`config.mk`:
```
export PLATFORM = sky130hd
export DESIGN_NAME = edf_deadline_selector_top
export DESIGN_NICKNAME = d
export VERILOG_FILES = /design/src/hdl/edf_pkg.sv /design/src/hdl/edf_scan_unit.sv /design/src/hdl/edf_seq.sv /design/src/hdl/edf_deadline_selector_top.sv
export SDC_FILE = /design/constraint.sdc
export NUM_CORES = 1
export LEC_CHECK = 0
export ABC_AREA = 1
export ABC_CLOCK_PERIOD_IN_PS = 7800
export BUFFER_PORTS_ARGS = -buffer_cell sky130_fd_sc_hd__clkbuf_2
export CORE_AREA = 2 2 100 102
export CTS_CLUSTER_DIAMETER = 60
export DETAILED_ROUTE_END_ITERATION = 16
export DIE_AREA = 0 0 102 104
export PLACE_DENSITY = 0.66
export SKIP_LAST_GASP = 1
export SLEW_MARGIN = 20
export SYNTH_ARGS = -nofsm -noshare
export SYNTH_HDL_FRONTEND = slang
export SYNTH_SLANG_ARGS = --single-unit
```
`constraint.sdc`:
```
create_clock -name aclk -period 7.8 [get_ports aclk]
set_input_delay 1.17 -clock aclk [delete_from_list [all_inputs] [get_ports aclk]]
set_output_delay 1.17 -clock aclk [all_outputs]
set_load 0.1 [all_outputs]
```
`src/hdl/edf_pkg.sv`:
```
// Shared types and constants for the earliest-deadline-first selector.
// Depends on nothing; imported by every module under hdl.
`timescale 1ns / 1ps

package edf_pkg;

    localparam int NUM_TASKS_DEF = 4;
    localparam int NUM_SLOTS     = 4;
    localparam int TASK_W        = 2;
    localparam int CNT_W         = 8;
    localparam int CFG_IDX_W     = 8;

    typedef logic [CNT_W-1:0] cnt_t;

    localparam cnt_t DEADLINE_RST [NUM_SLOTS] = '{8'd15, 8'd20, 8'd35, 8'd40};

    // operation codes carried on s_tuser
    localparam logic OP_TICK    = 1'b0;
    localparam logic OP_RELEASE = 1'b1;

    typedef enum logic [1:0] {
        ST_IDLE,
        ST_SCAN,
        ST_DONE
    } state_t;

    typedef struct packed {
        logic ready;      // sequencer can take a transaction
        logic scan_step;  // one counter goes through the shared unit
        logic load_out;   // result register loads this cycle
    } ctrl_t;

endpackage

```
`src/hdl/edf_scan_unit.sv`:
```
// Shared decrement and compare unit: one task counter per cycle while step is high.
// Keeps the running minimum and its index. Uses edf_pkg.
`timescale 1ns / 1ps

module edf_scan_unit #(
    parameter int NUM_TASKS = edf_pkg::NUM_TASKS_DEF,
    parameter int IDX_W     = (NUM_TASKS > 1) ? $clog2(NUM_TASKS) : 1
) (
    input  logic              aclk,
    input  logic              aresetn,
    input  logic              clear,
    input  logic              step,
    input  logic [IDX_W-1:0]  idx,
    input  edf_pkg::cnt_t     value,
    output edf_pkg::cnt_t     dec_value,
    output logic              active,
    output logic              found,
    output logic [IDX_W-1:0]  best
);
    import edf_pkg::*;

    logic             found_reg, found_next;
    logic [IDX_W-1:0] best_reg, best_next;
    cnt_t             best_val_reg, best_val_next;
    logic             take;

    assign active    = (value != '0);
    assign dec_value = value - cnt_t'(1);
    // strict less-than keeps the lowest index on a tie
    assign take      = step && active && (!found_reg || (dec_value < best_val_reg));

    always_comb begin
        found_next    = found_reg;
        best_next     = best_reg;
        best_val_next = best_val_reg;
        if (clear) begin
            found_next = 1'b0;
        end else if (take) begin
            found_next    = 1'b1;
            best_next     = idx;
            best_val_next = dec_value;
        end
    end

    always_ff @(posedge aclk) begin
        if (!aresetn) begin
            found_reg <= 1'b0;
        end else begin
            found_reg <= found_next;
        end
        best_reg     <= best_next;
        best_val_reg <= best_val_next;
    end

    assign found = found_reg;
    assign best  = best_reg;

endmodule

```
`src/hdl/edf_seq.sv`:
```
// Sequencer: idle, walk the task counters on a tick, then deliver the result.
// Drives the shared scan unit through a ctrl_t bundle. Uses edf_pkg.
`timescale 1ns / 1ps

module edf_seq #(
    parameter int NUM_TASKS = edf_pkg::NUM_TASKS_DEF,
    parameter int IDX_W     = (NUM_TASKS > 1) ? $clog2(NUM_TASKS) : 1
) (
    input  logic              aclk,
    input  logic              aresetn,
    input  logic              accept,
    input  logic              op,
    input  logic              out_free,
    output edf_pkg::ctrl_t    ctrl,
    output logic [IDX_W-1:0]  scan_idx
);
    import edf_pkg::*;

    localparam logic [IDX_W-1:0] LAST_IDX = IDX_W'(NUM_TASKS - 1);

    state_t           state_reg, state_next;
    logic [IDX_W-1:0] idx_reg, idx_next;

    always_comb begin
        state_next = state_reg;
        unique case (state_reg)
            ST_IDLE: begin
                if (accept) begin
                    state_next = (op == OP_TICK) ? ST_SCAN : ST_DONE;
                end
            end
            ST_SCAN: begin
                if (idx_reg == LAST_IDX) begin
                    state_next = ST_DONE;
                end
            end
            ST_DONE: begin
                if (out_free) begin
                    state_next = ST_IDLE;
                end
            end
            default: state_next = ST_IDLE;
        endcase
    end

    always_comb begin
        ctrl = '0;
        unique case (state_reg)
            ST_IDLE: ctrl.ready     = 1'b1;
            ST_SCAN: ctrl.scan_step = 1'b1;
            ST_DONE: ctrl.load_out  = out_free;
            default: ctrl           = '0;
        endcase
    end

    always_comb begin
        idx_next = idx_reg;
        if (accept) begin
            idx_next = '0;
        end else if (state_reg == ST_SCAN && idx_reg != LAST_IDX) begin
            idx_next = idx_reg + IDX_W'(1);
        end
    end

    always_ff @(posedge aclk) begin
        if (!aresetn) begin
            state_reg <= ST_IDLE;
            idx_reg   <= '0;
        end else begin
            state_reg <= state_next;
            idx_reg   <= idx_next;
        end
    end

    assign scan_idx = idx_reg;

endmodule

```
`src/hdl/edf_deadline_selector_top.sv`:
```
// Top level of the earliest-deadline-first selector: counters, deadline
// registers, result register. Uses edf_pkg, edf_seq and edf_scan_unit.
// A tick passes through the scan and done states, a release only through done,
// before m_tvalid rises; the shared scan unit visits one task counter a cycle.
// A new item is accepted only in idle, once the last result has been loaded.
// Reset (aresetn low, synchronous): counters zero, no task chosen, deadlines
// back to 15/20/35/40, no result pending.
`timescale 1ns / 1ps

module edf_deadline_selector_top #(
    parameter int NUM_TASKS = edf_pkg::NUM_TASKS_DEF
) (
    input  logic                         aclk,
    input  logic                         aresetn,
    // configuration write channel
    input  logic                         cfg_valid,
    output logic                         cfg_ready,
    input  logic [edf_pkg::CFG_IDX_W-1:0] cfg_index,
    input  logic [edf_pkg::CNT_W-1:0]    cfg_data,
    // input stream
    input  logic                         s_tvalid,
    output logic                         s_tready,
    input  logic [7:0]                   s_tdata,  // [1:0] task_index, rest zero
    input  logic [0:0]                   s_tuser,  // [0] operation
    // result stream
    output logic                         m_tvalid,
    input  logic                         m_tready,
    // [1:0] chosen_task, [2] chosen_valid, [3] switched,
    // [5:4] demoted_task, [6] demoted_valid, [7] zero
    output logic [7:0]                   m_tdata
);
    import edf_pkg::*;

    localparam int IDX_W = (NUM_TASKS > 1) ? $clog2(NUM_TASKS) : 1;

    ctrl_t            ctrl;
    logic [IDX_W-1:0] scan_idx;
    logic             accept;
    logic             out_free;
    logic [TASK_W-1:0] rel_task;
    logic             rel_ok;

    cnt_t             deadline_reg [NUM_SLOTS];
    cnt_t             remaining_reg [NUM_TASKS];

    cnt_t             dec_value;
    logic             active;
    logic             found;
    logic [IDX_W-1:0] best;
    logic [TASK_W-1:0] best_task;

    logic              cur_valid_reg;
    logic [TASK_W-1:0] cur_task_reg;
    logic              m_tvalid_reg;
    logic [7:0]        m_tdata_reg;

    logic              sw;

    assign cfg_ready = 1'b1;
    assign s_tready  = ctrl.ready;
    assign accept    = s_tvalid && ctrl.ready;
    assign out_free  = !m_tvalid_reg || m_tready;
    assign rel_task  = s_tdata[TASK_W-1:0];
    assign rel_ok    = ({1'b0, rel_task} < (TASK_W+1)'(NUM_TASKS));

    edf_seq #(
        .NUM_TASKS (NUM_TASKS),
        .IDX_W     (IDX_W)
    ) u_seq (
        .aclk     (aclk),
        .aresetn  (aresetn),
        .accept   (accept),
        .op       (s_tuser[0]),
        .out_free (out_free),
        .ctrl     (ctrl),
        .scan_idx (scan_idx)
    );

    edf_scan_unit #(
        .NUM_TASKS (NUM_TASKS),
        .IDX_W     (IDX_W)
    ) u_scan (
        .aclk      (aclk),
        .aresetn   (aresetn),
        .clear     (accept),
        .step      (ctrl.scan_step),
        .idx       (scan_idx),
        .value     (remaining_reg[scan_idx]),
        .dec_value (dec_value),
        .active    (active),
        .found     (found),
        .best      (best)
    );

    // configuration registers; indexes past the last slot are dropped
    always_ff @(posedge aclk) begin
        if (!aresetn) begin
            for (int i = 0; i < NUM_SLOTS; i++) begin
                deadline_reg[i] <= DEADLINE_RST[i];
            end
        end else if (cfg_valid && cfg_ready && (cfg_index < CFG_IDX_W'(NUM_SLOTS))) begin
            deadline_reg[cfg_index[TASK_W-1:0]] <= cfg_data;
        end
    end

    // remaining-deadline counters
    always_ff @(posedge aclk) begin
        if (!aresetn) begin
            for (int i = 0; i < NUM_TASKS; i++) begin
                remaining_reg[i] <= '0;
            end
        end else if (accept && s_tuser[0] == OP_RELEASE && rel_ok) begin
            remaining_reg[rel_task[IDX_W-1:0]] <= deadline_reg[rel_task];
        end else if (ctrl.scan_step && active) begin
            remaining_reg[scan_idx] <= dec_value;
        end
    end

    assign best_task = TASK_W'(best);
    // a release clears the scan unit too, so found stays low and no switch follows
    assign sw = found && (!cur_valid_reg || cur_task_reg != best_task);

    always_ff @(posedge aclk) begin
        if (!aresetn) begin
            cur_valid_reg <= 1'b0;
            cur_task_reg  <= '0;
            m_tvalid_reg  <= 1'b0;
        end else begin
            if (ctrl.load_out) begin
                m_tvalid_reg <= 1'b1;
                if (sw) begin
                    cur_valid_reg <= 1'b1;
                    cur_task_reg  <= best_task;
                end
            end else if (m_tready) begin
                m_tvalid_reg <= 1'b0;
            end
        end
    end

    always_ff @(posedge aclk) begin
        if (ctrl.load_out) begin
            m_tdata_reg[7] <= 1'b0;
            if (sw) begin
                m_tdata_reg[1:0] <= best_task;
                m_tdata_reg[2]   <= 1'b1;
                m_tdata_reg[3]   <= 1'b1;
                m_tdata_reg[5:4] <= cur_valid_reg ? cur_task_reg : '0;
                m_tdata_reg[6]   <= cur_valid_reg;
            end else begin
                m_tdata_reg[1:0] <= cur_task_reg;
                m_tdata_reg[2]   <= cur_valid_reg;
                m_tdata_reg[3]   <= 1'b0;
                m_tdata_reg[5:4] <= '0;
                m_tdata_reg[6]   <= 1'b0;
            end
        end
    end

    assign m_tvalid = m_tvalid_reg;
    assign m_tdata  = m_tdata_reg;

endmodule

```
==> After elaboration in Yosys (flattened, before gate mapping) <==
Memories as Yosys holds them, arrays and structs flattened. A register that Yosys moved wholly into a read port is not among the register bits.
Cells that the tools add are included.
W data, S select, Z words.
{ "classes": {"eq_ne": 8, "addsub": 2, "order_cmp": 2, "bitwise_logic": 2, "n_mux": 33, "n_reduce_logical": 24} }
{ "op_table": {"columns": ["op", "n"], "rows": [
  ["$mux W8", 3],
  ["$reduce_or A8 Y1", 3],
  ["$mux W1", 19],
  ["$mux W2", 9],
  ["$lt A8 B3 Y1 const B", 1],
  ["$lt A8 B8 Y1", 1],
  ["$reduce_bool A8 Y1", 1],
  ["$sub A8 B1 Y8 const B", 1],
  ["$logic_and A1 B1 Y1", 7],
  ["$pmux W2 S3", 1],
  ["$reduce_and A2 Y1", 3],
  ["$eq A2 B2 Y1 const B", 2],
  ["$mux W4", 1],
  ["$ne A2 B1 Y1 const B", 2],
  ["$ne A2 B2 Y1 const B", 2],
  ["$logic_not A1 Y1", 3],
  ["$logic_or A1 B1 Y1", 3],
  ["$reduce_and A3 Y1", 1],
  ["$add A2 B1 Y2 const B", 1],
  ["$eq A2 B1 Y1 const B", 1],
  ["$logic_not A2 Y1", 1],
  ["$ne A2 B2 Y1", 1],
  ["$not A1 Y1", 2],
  ["$reduce_bool A2 Y1", 1],
  ["$reduce_or A2 Y1", 1]
]} }
{ "word_totals": {"mem_count": 2, "inputBits": 30, "reg_bits": 26, "mem_bits_rw": 64} }
{ "memory_table": {"columns": ["memory", "words", "width", "rd", "rd_ports_with_merged_regs", "write_ports", "line_no", "text"], "rows": [
  ["deadline_reg", 4, 8, 1, 0, 4, "edf_deadline_selector_top.sv:43", "cnt_t deadline_reg [NUM_SLOTS];"],
  ["remaining_reg", 4, 8, 1, 1, 4, "edf_deadline_selector_top.sv:44", "cnt_t remaining_reg [NUM_TASKS];"]
]} }

==> Logic depth before layout (Yosys ltp) <==
Gate-level depths: netlist of the first run.
{ "depth": {"word_depth": 10, "mapped_depth": 18, "mapped_depth_nobuf": 16} }

==> Cells and area by module <==
Synthesis of the first run repeated with hierarchy kept, for this count alone.
{ "unflattened": {"hier_cells": 469, "hier_area_um2": 4498.1} }
{ "modules_own_cells": {"columns": ["module", "n_inst", "area_per_inst_um2", "cells_each", "seq_area_each_um2"], "rows": [
  ["edf_deadline_selector_top", 1, 3572.2, 360, 2212.1],
  ["edf_scan_unit", 1, 713.2, 76, 320.3],
  ["edf_seq", 1, 212.7, 33, 80.1]
]} }

==> Worst setup path before layout of the first run <==
OpenSTA, ideal clock, no wires.
{ "synth_timing": {"kind": "reg-to-reg", "start": "reg u_seq.state_reg[1]", "end": "mem remaining_reg[0][0] (netlist name), enable pin", "setup_time_ns": 0.329, "slack_ns": 4.701, "path_stages_with_launch": 8, "n_path_buf": 0, "required_time_ns": 7.471, "arrival_time_ns": 2.770, "path_cell_list": "dfxtp_1 nor2_1 nand3_1 nor2_1 nand2_1 nand2_4 nand2_2 nand2_1"} }
{ "synth_rtl": {"columns": ["element", "line_no", "text"], "rows": [
  ["start, declared", "edf_seq.sv:21", "state_t state_reg, state_next;"],
  ["start signal, assigned", "edf_seq.sv:70", "state_reg <= state_next;"],
  ["end, declared", "edf_deadline_selector_top.sv:44", null]
]} }

==> results of run 1 <==
## power groups by stage
stage / registers, mW / clock network, mW / logic [mW]
2_1_floorplan: 0.599 / 0 / 0.108
3_3_place_gp: 0.590 / 0 / 0.148
3_5_place_dp: 0.591 / 0 / 0.152
4_1_cts: 0.580 / 0.358 / 0.153
5_1_grt: 0.582 / 0.379 / 0.171
6_report: 0.579 / 0.351 / 0.151
## critical path, stage by stage, from the launching register on
cell and delay, ps:
dfxtp_1 770, inv_6 150, nand2_1 120, nand3_2 70
nand2_2 150, ha_1 270, nand3_1 120, xnor2_1 230
inv_1 100, ha_1 200, a21oi_1 140, nor2_1 50
a211oi_1 170, nand2_1 90, a21oi_1 770
## worst max path at each step
stage                             startpoint                      to  slack [ps]
after CTS                           register  u_scan.best_val_reg[1]        3950
after global routing                register  u_scan.best_val_reg[0]        3640
after global placement              register  u_scan.best_val_reg[2]        4070
after detailed placement            register  u_scan.best_val_reg[1]        3980
after floorplan           u_seq.state_reg[1]     remaining_reg[0][0]        4700
final                               register  u_scan.best_val_reg[1]        4020
## through the flow
step,hold slack [ps],power [mW]
finish,503,1.08
detailed placement,476,0.743
CTS,505,1.09
global placement,464,0.738
global route,524,1.13
floorplan,434,0.707
## cell families after synthesis
kind of cell,share of synthesized area
flip-flops,0.588
buffers and inverters,0.0780
adder cells (fa/ha/maj),0.0277
XOR/XNOR,0.00583
other,0.00167
AND/OR/NAND/NOR,0.240
AO/OA/AOI/OAI,0.0583
## per-layer routing
layer	track usage	vias to the layer above	part of all wire
li1	-	1610	-
met1	0.226	1454	0.44
met2	0.308	43	0.51
met3	0.0343	10	0.032
met4	0.0524	0	0.012
met5	0	-	0
## cells in the final DEF, fill, tap and decap left out, types with 3 or more instances in the layout
cell type	n
edfxtp_1	81
nand2_4	5
inv_1	60
nand3_1	27
nor2_1	81
nor3_1	7
nand3b_1	3
a21oi_1	18
ha_1	10
inv_2	5
clkbuf_8	9
clkbuf_2	32
nand2_1	101
nand2_2	5
nor2_2	8
o21ai_0	20
o21ai_2	3
dfxtp_1	11
## layout make-up
cell class / instances / area, sq um / area share
clock buffers: 10 / 128 / 0.0257
clock inverters: 6 / 87.6 / 0.0177
inverters: 68 / 263 / 0.0530
multi-input cells: 305 / 1510 / 0.303
flip-flops and latches: 92 / 2650 / 0.535
well taps: 133 / 166 / 0.0335
repair buffers: 32 / 160 / 0.0323
==> flow_metrics.env, run 1 <==
export IMPL_status="complete, no violations"
export IMPL_synth_most_common_cell="nand2_1"
export IMPL_cts_sinks=92
export IMPL_post_cts_resized=0
export IMPL_yosys_warnings=0
export IMPL_slew_viol_final=0
export IMPL_drc=0
export IMPL_placed_area_sq_um=4750
export IMPL_netlist_area_sq_um=4510
export IMPL_fill_cells=899
export IMPL_layout_setup_ws_ps=4020
export IMPL_setup_violations=0
export IMPL_syn_inst=478
export IMPL_synth_area_leader_cell="edfxtp_1"
export IMPL_leakagePower_nw=2.11
export IMPL_drive_above_1_share=0.156
export IMPL_min_path_cells=2
export IMPL_dr_pass1_iters=4
export IMPL_hold_buffers=0
export IMPL_synth_commonest_cells="nand2_1 (101), edfxtp_1 (81), nor2_1 (81)"
export IMPL_hold_viol=0
export IMPL_ant_nets=0
export IMPL_seqPwrFrac=0.535
export IMPL_clock_latency_ps=360
export IMPL_stdcell_area_sq_um=4960
export IMPL_layout_cells_non_filler=646
export IMPL_p_int_uw=790
export IMPL_reg2reg_depth=14
export IMPL_ys_seq_area_frac=0.588
export IMPL_p_per_area_nw_per_um2=218
export IMPL_fin_skew_ps=6.39
export IMPL_cp_arrival_ps=3770
export IMPL_fin_crit_ps=3780
export IMPL_relSlewSlack=0.337
export IMPL_dp_hpwl_um=6420
export IMPL_numCtsBuffers=9
export IMPL_start_util=0.472
export IMPL_portBuffers=32
export IMPL_tightest_slew_ps=995
export IMPL_irDropWorstVdd_mv=0.0945
export IMPL_path_clk_slew_ps=90
export IMPL_combinationalPowerShare=0.140
export IMPL_cp_required_ps=7780
export IMPL_ys_types=35
export IMPL_critPathMaxFanout=17
export IMPL_dp_worst_setup_slack_ps=3980
export IMPL_rsz0062_at_grt="false"
export IMPL_gp_congestion=0.784
export IMPL_grt_max_degree=20
export IMPL_grt_pass1_vias=3101
export IMPL_synth_main_ff_cell="edfxtp_1"
export IMPL_cp_end_kind="register"
export IMPL_reg2reg_slack_ps=4020
export IMPL_whs_endpoint="u_scan.found"
export IMPL_grt_antenna_before_repair=0
export IMPL_fp_dieH_um=104
export IMPL_drtIter0Drc=148
export IMPL_synth_edf_count=81
export IMPL_viasPerCell=4.83
export IMPL_synth_nets=518
export IMPL_fp_row_count=36
export IMPL_dieArea_sq_um=10600
export IMPL_grt_ovfl_total=0
export IMPL_switching_share=0.270
export IMPL_htree_levels=3
export IMPL_avgRoutedWirePerCell_um=13.5
export IMPL_yosys_area_top_type_share=0.539
export IMPL_antenna_cells=0
export IMPL_final_core_util=0.520
export IMPL_cts_path_max_buffers=2
export IMPL_grt_pass1_wl_um=14600
export IMPL_syn_area_per_cell_sq_um=9.43
export IMPL_p_sw_uw=292
export IMPL_hold_path_class="reg -> reg"
export IMPL_vias=3117
export IMPL_maxCapViolCount=0
export IMPL_fin_nets=548
export IMPL_grt_usage=0.179
export IMPL_async_flop_share=0
export IMPL_reg2reg_to="u_scan.best_val_reg[1]"
export IMPL_critPathKind="reg -> reg"
export IMPL_tns_ps=0
export IMPL_core_area_sq_um=9550
export IMPL_fmax_ghz=0.264
export IMPL_cts_tree="yes"
export IMPL_hp_start="u_scan.found"
export IMPL_synth_area_leaders="edfxtp_1 (54%), nand2_1 (8.4%), nor2_1 (6.7%), inv_1 (5.0%), dfxtp_1 (4.9%)"
export IMPL_period_share=0.485
export IMPL_power_frac_clock=0.325
export IMPL_io_pins=41
export IMPL_start_kind="register"
export IMPL_clk_root_buffer_cell="clkbuf_8"
export IMPL_routed_wirelength_um=8730
export IMPL_area_growth_pct=10.0
export IMPL_postCtsSetupBuffers=0
export IMPL_ys_ff_latch=92
export IMPL_die_x_um=102
export IMPL_place_inst=630
(Power assumes the default switching activity.)
==> run 2, diff against run 1 <==
--- a/config.mk
+++ b/config.mk
@@ -5,14 +5,14 @@
 export SDC_FILE = /design/constraint.sdc
 export NUM_CORES = 1
 export LEC_CHECK = 0
-export ABC_AREA = 1
-export ABC_CLOCK_PERIOD_IN_PS = 7800
+export ABC_AREA = 0
+export ABC_CLOCK_PERIOD_IN_PS = 3300
 export BUFFER_PORTS_ARGS = -buffer_cell sky130_fd_sc_hd__clkbuf_2
-export CORE_AREA = 2 2 100 102
+export CORE_AREA = 2 2 101 103
 export CTS_CLUSTER_DIAMETER = 60
 export DETAILED_ROUTE_END_ITERATION = 16
-export DIE_AREA = 0 0 102 104
-export PLACE_DENSITY = 0.66
+export DIE_AREA = 0 0 103 105
+export PLACE_DENSITY = 0.67
 export SKIP_LAST_GASP = 1
 export SLEW_MARGIN = 20
 export SYNTH_ARGS = -nofsm -noshare
==> constraint.sdc (replaced) <==
create_clock -name aclk -period 3.3 [get_ports aclk]
set_input_delay 0.495 -clock aclk [delete_from_list [all_inputs] [get_ports aclk]]
set_output_delay 0.495 -clock aclk [all_outputs]
set_load 0.1 [all_outputs]
==> run 2 against run 1 <==
- wire length down 2.7%
- hold slack worse by 71 ps
- clock-buffer cell count down 1
- cell area up 4.0%
- register-to-register slack worse by 3900 ps
- via count down 11%
- total power up 120%
- non-clock buffer count up 22
- critical path depth down 3
- clock skew up 7.9 ps
==> flow_metrics.env, run 2 <==
export IMPL_crit_family="compound AO/OA/AOI/OAI gates"
export IMPL_synth_area_leaders="edfxtp_1 (54%), mux4_2 (5.5%), dfxtp_1 (4.9%), mux4_1 (3.5%), nor2_1 (3.2%)"
export IMPL_hold_path_class="in -> reg"
export IMPL_hp_start="cfg_data[0]"
export IMPL_hold_viol=0
export IMPL_total_power_mw=2.38
export IMPL_start_util=0.469
export IMPL_final_common_cell="edfxtp_1"
export IMPL_slew_viol_final=0
export IMPL_fin_skew_ps=14.3
export IMPL_path_clk_slew_ps=90
export IMPL_drive_above_1_share=0.276
export IMPL_place_inst=523
export IMPL_cts_path_max_buffers=2
export IMPL_cts_tree="yes"
export IMPL_cp_arrival_ps=3250
export IMPL_reg2reg_depth=11
export IMPL_grt_max_degree=18
export IMPL_area_growth_pct=14.2
export IMPL_cp_required_ps=3380
export IMPL_irDropWorstVdd_mv=0.230
export IMPL_period_share=0.961
export IMPL_dieArea_sq_um=10800
export IMPL_clk_root_buffer_cell="clkbuf_8"
export IMPL_async_flop_share=0
export IMPL_start_kind="register"
export IMPL_final_core_util=0.535
export IMPL_critPathMaxStageDelay_ps=680
export IMPL_viasPerCell=5.15
export IMPL_cts_sinks=92
export IMPL_crit_path_cell_trace="mux4_1 > nor3_4 > nand2_1 > xnor2_2 > ha_1 > a21o_1 > a21o_1 > a21oi_1 > o21ai_0 > a31oi_2 > buf_6"
export IMPL_fin_crit_ps=3170
export IMPL_layout_setup_ws_ps=129
export IMPL_holdWs_ps=432
export IMPL_maxCapViolCount=0
export IMPL_crit_top_cell="a21o_1"
export IMPL_ys_types=48
export IMPL_hold_buffers=0
export IMPL_setup_violations=0
export IMPL_reg2reg_slack_ps=130
export IMPL_rsz0062_at_grt="false"
export IMPL_synth_edf_count=81
export IMPL_placed_area_sq_um=4960
export IMPL_synth_main_ff_cell="edfxtp_1"
export IMPL_postCtsSetupBuffers=0
export IMPL_antenna_cells=0
export IMPL_critPathMaxFanout=7
export IMPL_layout_cells_non_filler=539
export IMPL_ys_seq_area_frac=0.587
export IMPL_gp_congestion=0.764
export IMPL_min_path_cells=2
export IMPL_reg2reg_to="u_scan.best_val_reg[4]"
export IMPL_clock_latency_ps=360
export IMPL_leakagePower_nw=2.00
export IMPL_core_area_sq_um=9640
export IMPL_relSlewSlack=0.491
export IMPL_grt_pass1_wl_um=14100
export IMPL_io_pins=41
export IMPL_yosys_area_top_type_share=0.538
export IMPL_critPathKind="reg -> reg"
export IMPL_tns_ps=0
export IMPL_yosys_warnings=0
export IMPL_routed_wirelength_um=8490
export IMPL_status="complete, no violations"
export IMPL_tightest_slew_ps=762
export IMPL_dp_hpwl_um=6580
export IMPL_grt_usage=0.171
export IMPL_portBuffers=32
export IMPL_final_cell_mix="edfxtp_1 (81), nor2_1 (38), clkbuf_2 (32)"
export IMPL_synth_area_leader_cell="edfxtp_1"
export IMPL_cp_slowest_cell="mux4_1"
export IMPL_ys_ff_latch=92
export IMPL_dp_worst_setup_slack_ps=-84.1
export IMPL_fmax_ghz=0.315
export IMPL_fin_nets=441
export IMPL_fp_dieH_um=105
export IMPL_netlist_area_sq_um=4520
export IMPL_syn_area_per_cell_sq_um=13.0
export IMPL_die_x_um=103
export IMPL_dr_pass1_iters=4
export IMPL_p_per_area_nw_per_um2=461
export IMPL_ant_nets=0
export IMPL_synth_nets=387
export IMPL_cp_end_kind="register"
export IMPL_grt_pass1_vias=2905
export IMPL_grt_ovfl_total=0
export IMPL_drtIter0Drc=211
export IMPL_htree_levels=3
export IMPL_synth_commonest_cells="edfxtp_1 (81), nor2_1 (39), inv_1 (25)"
export IMPL_avgRoutedWirePerCell_um=15.7
export IMPL_grt_antenna_before_repair=0
export IMPL_vias=2778
export IMPL_path_buf_inv=1
export IMPL_syn_inst=347
export IMPL_numCtsBuffers=9
export IMPL_whs_endpoint="deadline_reg[0][0]"
export IMPL_synth_most_common_cell="edfxtp_1"
export IMPL_drc=0
export IMPL_fp_row_count=36
export IMPL_stdcell_area_sq_um=5160
run 2: changes by cell type after synthesis, sizes merged, moves of 17 or more:
cell    previous run  this run
inv               66        25
and2               0        20
nand2            111        17
nor2              90        39
nand2b             0        17
nand3             29         4
mux4               0        17
o21ai             23         6
run 2: area by class of cell:
class                   instances  area [sq um]
flip-flops and latches         92          2660
multi-input cells             219          1730
repair buffers                 54           329
fillers                       859          4480
clock inverters                 7          57.6
clock buffers                   9           124
well taps                     133           166
inverters                      25          93.8
run 2: timing repair:
item | in CTS | in global routing
setup endpoints to repair | 10 | 10
endpoints found under the hold margin | 0 | 0
resized for setup | 1 | 10
run 2: cells by family after synthesis:
family	after synthesis	synth area share
multiplexers	20	0.0969
XOR/XNOR	7	0.0136
AO/OA/AOI/OAI	45	0.0753
buffers and inverters	36	0.0341
adder cells (fa/ha/maj)	10	0.0277
flip-flops	92	0.587
AND/OR/NAND/NOR	135	0.164
other	2	0.00166
run 2: layer usage:
metal	GRT usage	vias up	wire length, um
li1	-	1374	-
met4	0.0573	0	159
met3	0.0401	14	287
met1	0.208	1346	3570
met5	0	-	0
met2	0.295	44	4480
run 2: how the worst max path moves through the flow:
| stage | to | cells after the start |
|---|---|---|
| 2_1_floorplan | u_scan.best[0] | 12 |
| 3_3_place_gp | u_scan.best_val_reg[2] | 12 |
| 3_5_place_dp | u_scan.best_val_reg[2] | 12 |
| 4_1_cts | u_scan.best_val_reg[2] | 12 |
| 5_1_grt | u_scan.best_val_reg[6] | 11 |
| 6_report | u_scan.best_val_reg[4] | 11 |
run 2: worst register-to-register path: stages (launching register included):
cell and delay [ps]:
dfxtp_4 420, mux4_1 680, nor3_4 260, nand2_1 120
xnor2_2 150, ha_1 290, a21o_1 160, a21o_1 170
a21oi_1 150, o21ai_0 110, a31oi_2 220, buf_6 160
run 2: power by group:
| group | internal (mW) | switching, mW |
|---|---|---|
| registers | 1.33 | 0.0259 |
| logic | 0.122 | 0.190 |
| clock network | 0.288 | 0.427 |
==> run 3, diff against run 2 <==
--- a/config.mk
+++ b/config.mk
@@ -8,13 +8,15 @@
 export ABC_AREA = 0
 export ABC_CLOCK_PERIOD_IN_PS = 3300
 export BUFFER_PORTS_ARGS = -buffer_cell sky130_fd_sc_hd__clkbuf_2
-export CORE_AREA = 2 2 101 103
+export CORE_AREA = 2 2 118 85
 export CTS_CLUSTER_DIAMETER = 60
 export DETAILED_ROUTE_END_ITERATION = 16
-export DIE_AREA = 0 0 103 105
-export PLACE_DENSITY = 0.67
+export DIE_AREA = 0 0 120 87
+export GPL_ROUTABILITY_DRIVEN = 1
+export PLACE_DENSITY = 0.68
 export SKIP_LAST_GASP = 1
 export SLEW_MARGIN = 20
 export SYNTH_ARGS = -nofsm -noshare
 export SYNTH_HDL_FRONTEND = slang
+export SYNTH_HIERARCHICAL = 1
 export SYNTH_SLANG_ARGS = --single-unit
==> run 3 against run 2 <==
- sequential power about the same
- clock skew down 6.5 ps
- largest cell class unchanged
- highest routed layer unchanged
- flip-flop and latch count down 2
- largest power group unchanged
==> flow_metrics.env, run 3 <==
export IMPL_cp_slowest_cell="mux4_2"
export IMPL_grt_antenna_before_repair=0
export IMPL_cp_end_kind="register"
export IMPL_clk_root_buffer_cell="clkbuf_16"
export IMPL_cts_path_max_buffers=2
export IMPL_final_common_cell="edfxtp_1"
export IMPL_placed_area_sq_um=4820
export IMPL_synth_area_leader_cell="edfxtp_1"
export IMPL_drtIter0Drc=160
export IMPL_relSlewSlack=0.531
export IMPL_synth_edf_count=81
export IMPL_synth_simple_area_share=0.154
export IMPL_clock_latency_ps=340
export IMPL_ys_ff_latch=90
export IMPL_status="complete, no violations"
export IMPL_fin_skew_ps=7.71
export IMPL_yosys_warnings=6
export IMPL_timing_rr_start="u_seq/scan_idx[0]"
export IMPL_critPathMaxFanout=8
export IMPL_vias=2754
export IMPL_period_share=0.936
export IMPL_synth_top_family_by_area="simple AND/OR/NAND/NOR gates"
export IMPL_fin_nets=414
export IMPL_io_pins=41
export IMPL_drc=0
export IMPL_fill_cells=802
export IMPL_grt_usage=0.190
export IMPL_leakagePower_nw=1.94
export IMPL_synthXorXnorAreaFrac=0.0160
export IMPL_avgRoutedWirePerCell_um=17.7
export IMPL_critPathMaxStageDelay_ps=590
export IMPL_numCtsBuffers=9
export IMPL_path_clk_slew_ps=60
export IMPL_crit_family="simple AND/OR/NAND/NOR gates"
export IMPL_syn_inst=321
export IMPL_path_buf_inv=1
export IMPL_slew_viol_final=0
export IMPL_hold_buffers=0
export IMPL_synth_fa_ha_area_frac=0.0285
export IMPL_ys_seq_area_frac=0.596
export IMPL_ant_nets=0
export IMPL_cts_sinks=90
export IMPL_cp_arrival_ps=3140
export IMPL_stdcell_area_sq_um=5120
export IMPL_total_power_mw=2.70
export IMPL_tightest_slew_ps=702
export IMPL_hold_path_class="in -> reg"
export IMPL_synth_nets=361
export IMPL_dp_hpwl_um=6230
export IMPL_fp_row_count=30
export IMPL_synth_mux_area_frac=0.0919
export IMPL_viasPerCell=5.43
export IMPL_async_flop_share=0
export IMPL_fp_dieH_um=87
export IMPL_synth_most_common_cell="edfxtp_1"
export IMPL_dr_pass1_iters=4
export IMPL_syn_area_per_cell_sq_um=13.7
export IMPL_drive_above_1_share=0.282
export IMPL_grt_pass1_vias=2798
export IMPL_synth_main_ff_cell="edfxtp_1"
export IMPL_synth_area_leaders="edfxtp_1 (55%), mux4_2 (8.2%), dfxtp_1 (4.1%), a21oi_1 (3.8%), ha_1 (2.9%)"
export IMPL_irDropWorstVdd_mv=0.333
export IMPL_p_per_area_nw_per_um2=526
export IMPL_hold_viol=0
export IMPL_grt_pass1_wl_um=14500
export IMPL_grt_max_degree=25
export IMPL_ys_types=54
export IMPL_start_util=0.465
export IMPL_cp_depth=10
export IMPL_area_growth_pct=16.9
export IMPL_netlist_area_sq_um=4380
export IMPL_dieArea_sq_um=10400
export IMPL_yosys_area_top_type_share=0.555
export IMPL_portBuffers=32
export IMPL_reg2reg_slack_ps=210
export IMPL_reg2reg_to="u_scan/best_val_reg[1]"
export IMPL_routed_wirelength_um=8980
export IMPL_endpoint="u_scan/best_val_reg[1]"
export IMPL_cts_tree="yes"
export IMPL_synth_compound_area_frac=0.0733
export IMPL_core_area_sq_um=9420
export IMPL_die_x_um=120
export IMPL_fmax_ghz=0.324
export IMPL_grt_ovfl_total=0
export IMPL_setup_violations=0
export IMPL_crit_path_cell_trace="mux4_2 > nor4_4 > nand2_1 > xnor2_1 > ha_1 > a21o_1 > a21oi_1 > o21ai_0 > nor3_4 > buf_4"
export IMPL_cp_startpoint="u_seq/scan_idx[0]"
export IMPL_rsz0062_at_grt="false"
export IMPL_antenna_cells=0
export IMPL_reg2reg_depth=10
export IMPL_final_cell_mix="edfxtp_1 (81), a21oi_1 (33), clkbuf_2 (32)"
export IMPL_gp_congestion=0.768
export IMPL_fin_crit_ps=3090
export IMPL_start_kind="register"
export IMPL_htree_levels=3
export IMPL_synth_commonest_cells="edfxtp_1 (81), a21oi_1 (33), inv_1 (20)"
export IMPL_critPathKind="reg -> reg"
export IMPL_maxCapViolCount=0
export IMPL_cp_required_ps=3350
[run 3: changes by cell type after synthesis, sizes merged, moves of 8 or more]
cell,change
a21oi,+14
nand2b,-10
nor2,-33
a32oi,+8
nand3b,+11
[run 3: how the worst min path moves through the flow]
stage	from	to	slack, ps	depth (start not counted)
floorplan	cur_task_reg[0]	cur_task_reg[0]	470	2
global placement	cur_task_reg[0]	cur_task_reg[0]	480	2
detailed placement	cur_task_reg[1]	cur_task_reg[1]	500	2
CTS	cfg_data[4]	deadline_reg[1][4]	440	2
global route	cfg_data[4]	deadline_reg[1][4]	450	2
finish	cfg_data[4]	deadline_reg[1][4]	450	2
[run 3: through the flow]
| stage | setup slack [ps] | utilization | cells | TNS, ps | hold slack (ps) |
|---|---|---|---|---|---|
| after floorplan | 60.3 | - | 321 | 0 | 467 |
| after global placement | 14.9 | 0.512 | 491 | 0 | 483 |
| after detailed placement | -6.24 | 0.512 | 491 | -36.8 | 502 |
| after CTS | 136 | 0.544 | 507 | 0 | 438 |
| after global routing | 17.6 | 0.544 | 507 | 0 | 454 |
| final | 212 | 0.544 | 507 | 0 | 449 |
[run 3: cell type report]
class / instances / area, sq um / area share
Inverter: 21 / 78.8 / 0.0154
Clock buffer: 12 / 246 / 0.0481
Tap cell: 128 / 160 / 0.0313
Clock inverter: 4 / 51.3 / 0.0100
Multi-Input combinational cell: 194 / 1620 / 0.315
Timing Repair Buffer: 58 / 355 / 0.0693
Sequential cell: 90 / 2620 / 0.511
[run 3: layer usage]
metal | GRT usage | share of wire
met5 | 0 | 0
met4 | 0.0727 | 0.015
met3 | 0.0550 | 0.060
met2 | 0.309 | 0.48
met1 | 0.245 | 0.44
[run 3: logic make-up (layout without fill, tap and decap cells)]
logic type / count (synthesis) / after routing
DFF: 90 / 90
xor gates and xnor gates: 8 / 8
muxes: 20 / 20
adders and majority gates: 10 / 10
other: 2 / 2
AOI/OAI and AO/OA: 54 / 54
and+or+nand+nor: 100 / 100
buffers and inverters: 37 / 95
[run 3: worst reg2reg max path: cells and delay by family, from the launching register on]
family | cells | cell delay (ps)
mux | 1 | 590
simple gates | 3 | 630
fa+ha+maj | 1 | 290
compound gates | 3 | 450
flops | 1 | 430
buf+inv | 1 | 180
xor+xnor | 1 | 220
[run 3: where the power goes]
group / leakage, nW / switching (mW) / internal (mW)
clock: 0.144 / 0.403 / 0.608
combinational: 0.924 / 0.228 / 0.129
sequential: 0.875 / 0.0235 / 1.30
[run 3: timing repair]
action | 4_1_cts | 5_1_grt
endpoints found under the setup margin | 10 | 10
buffers inserted | 0 | 0
gates resized for setup | 1 | 2
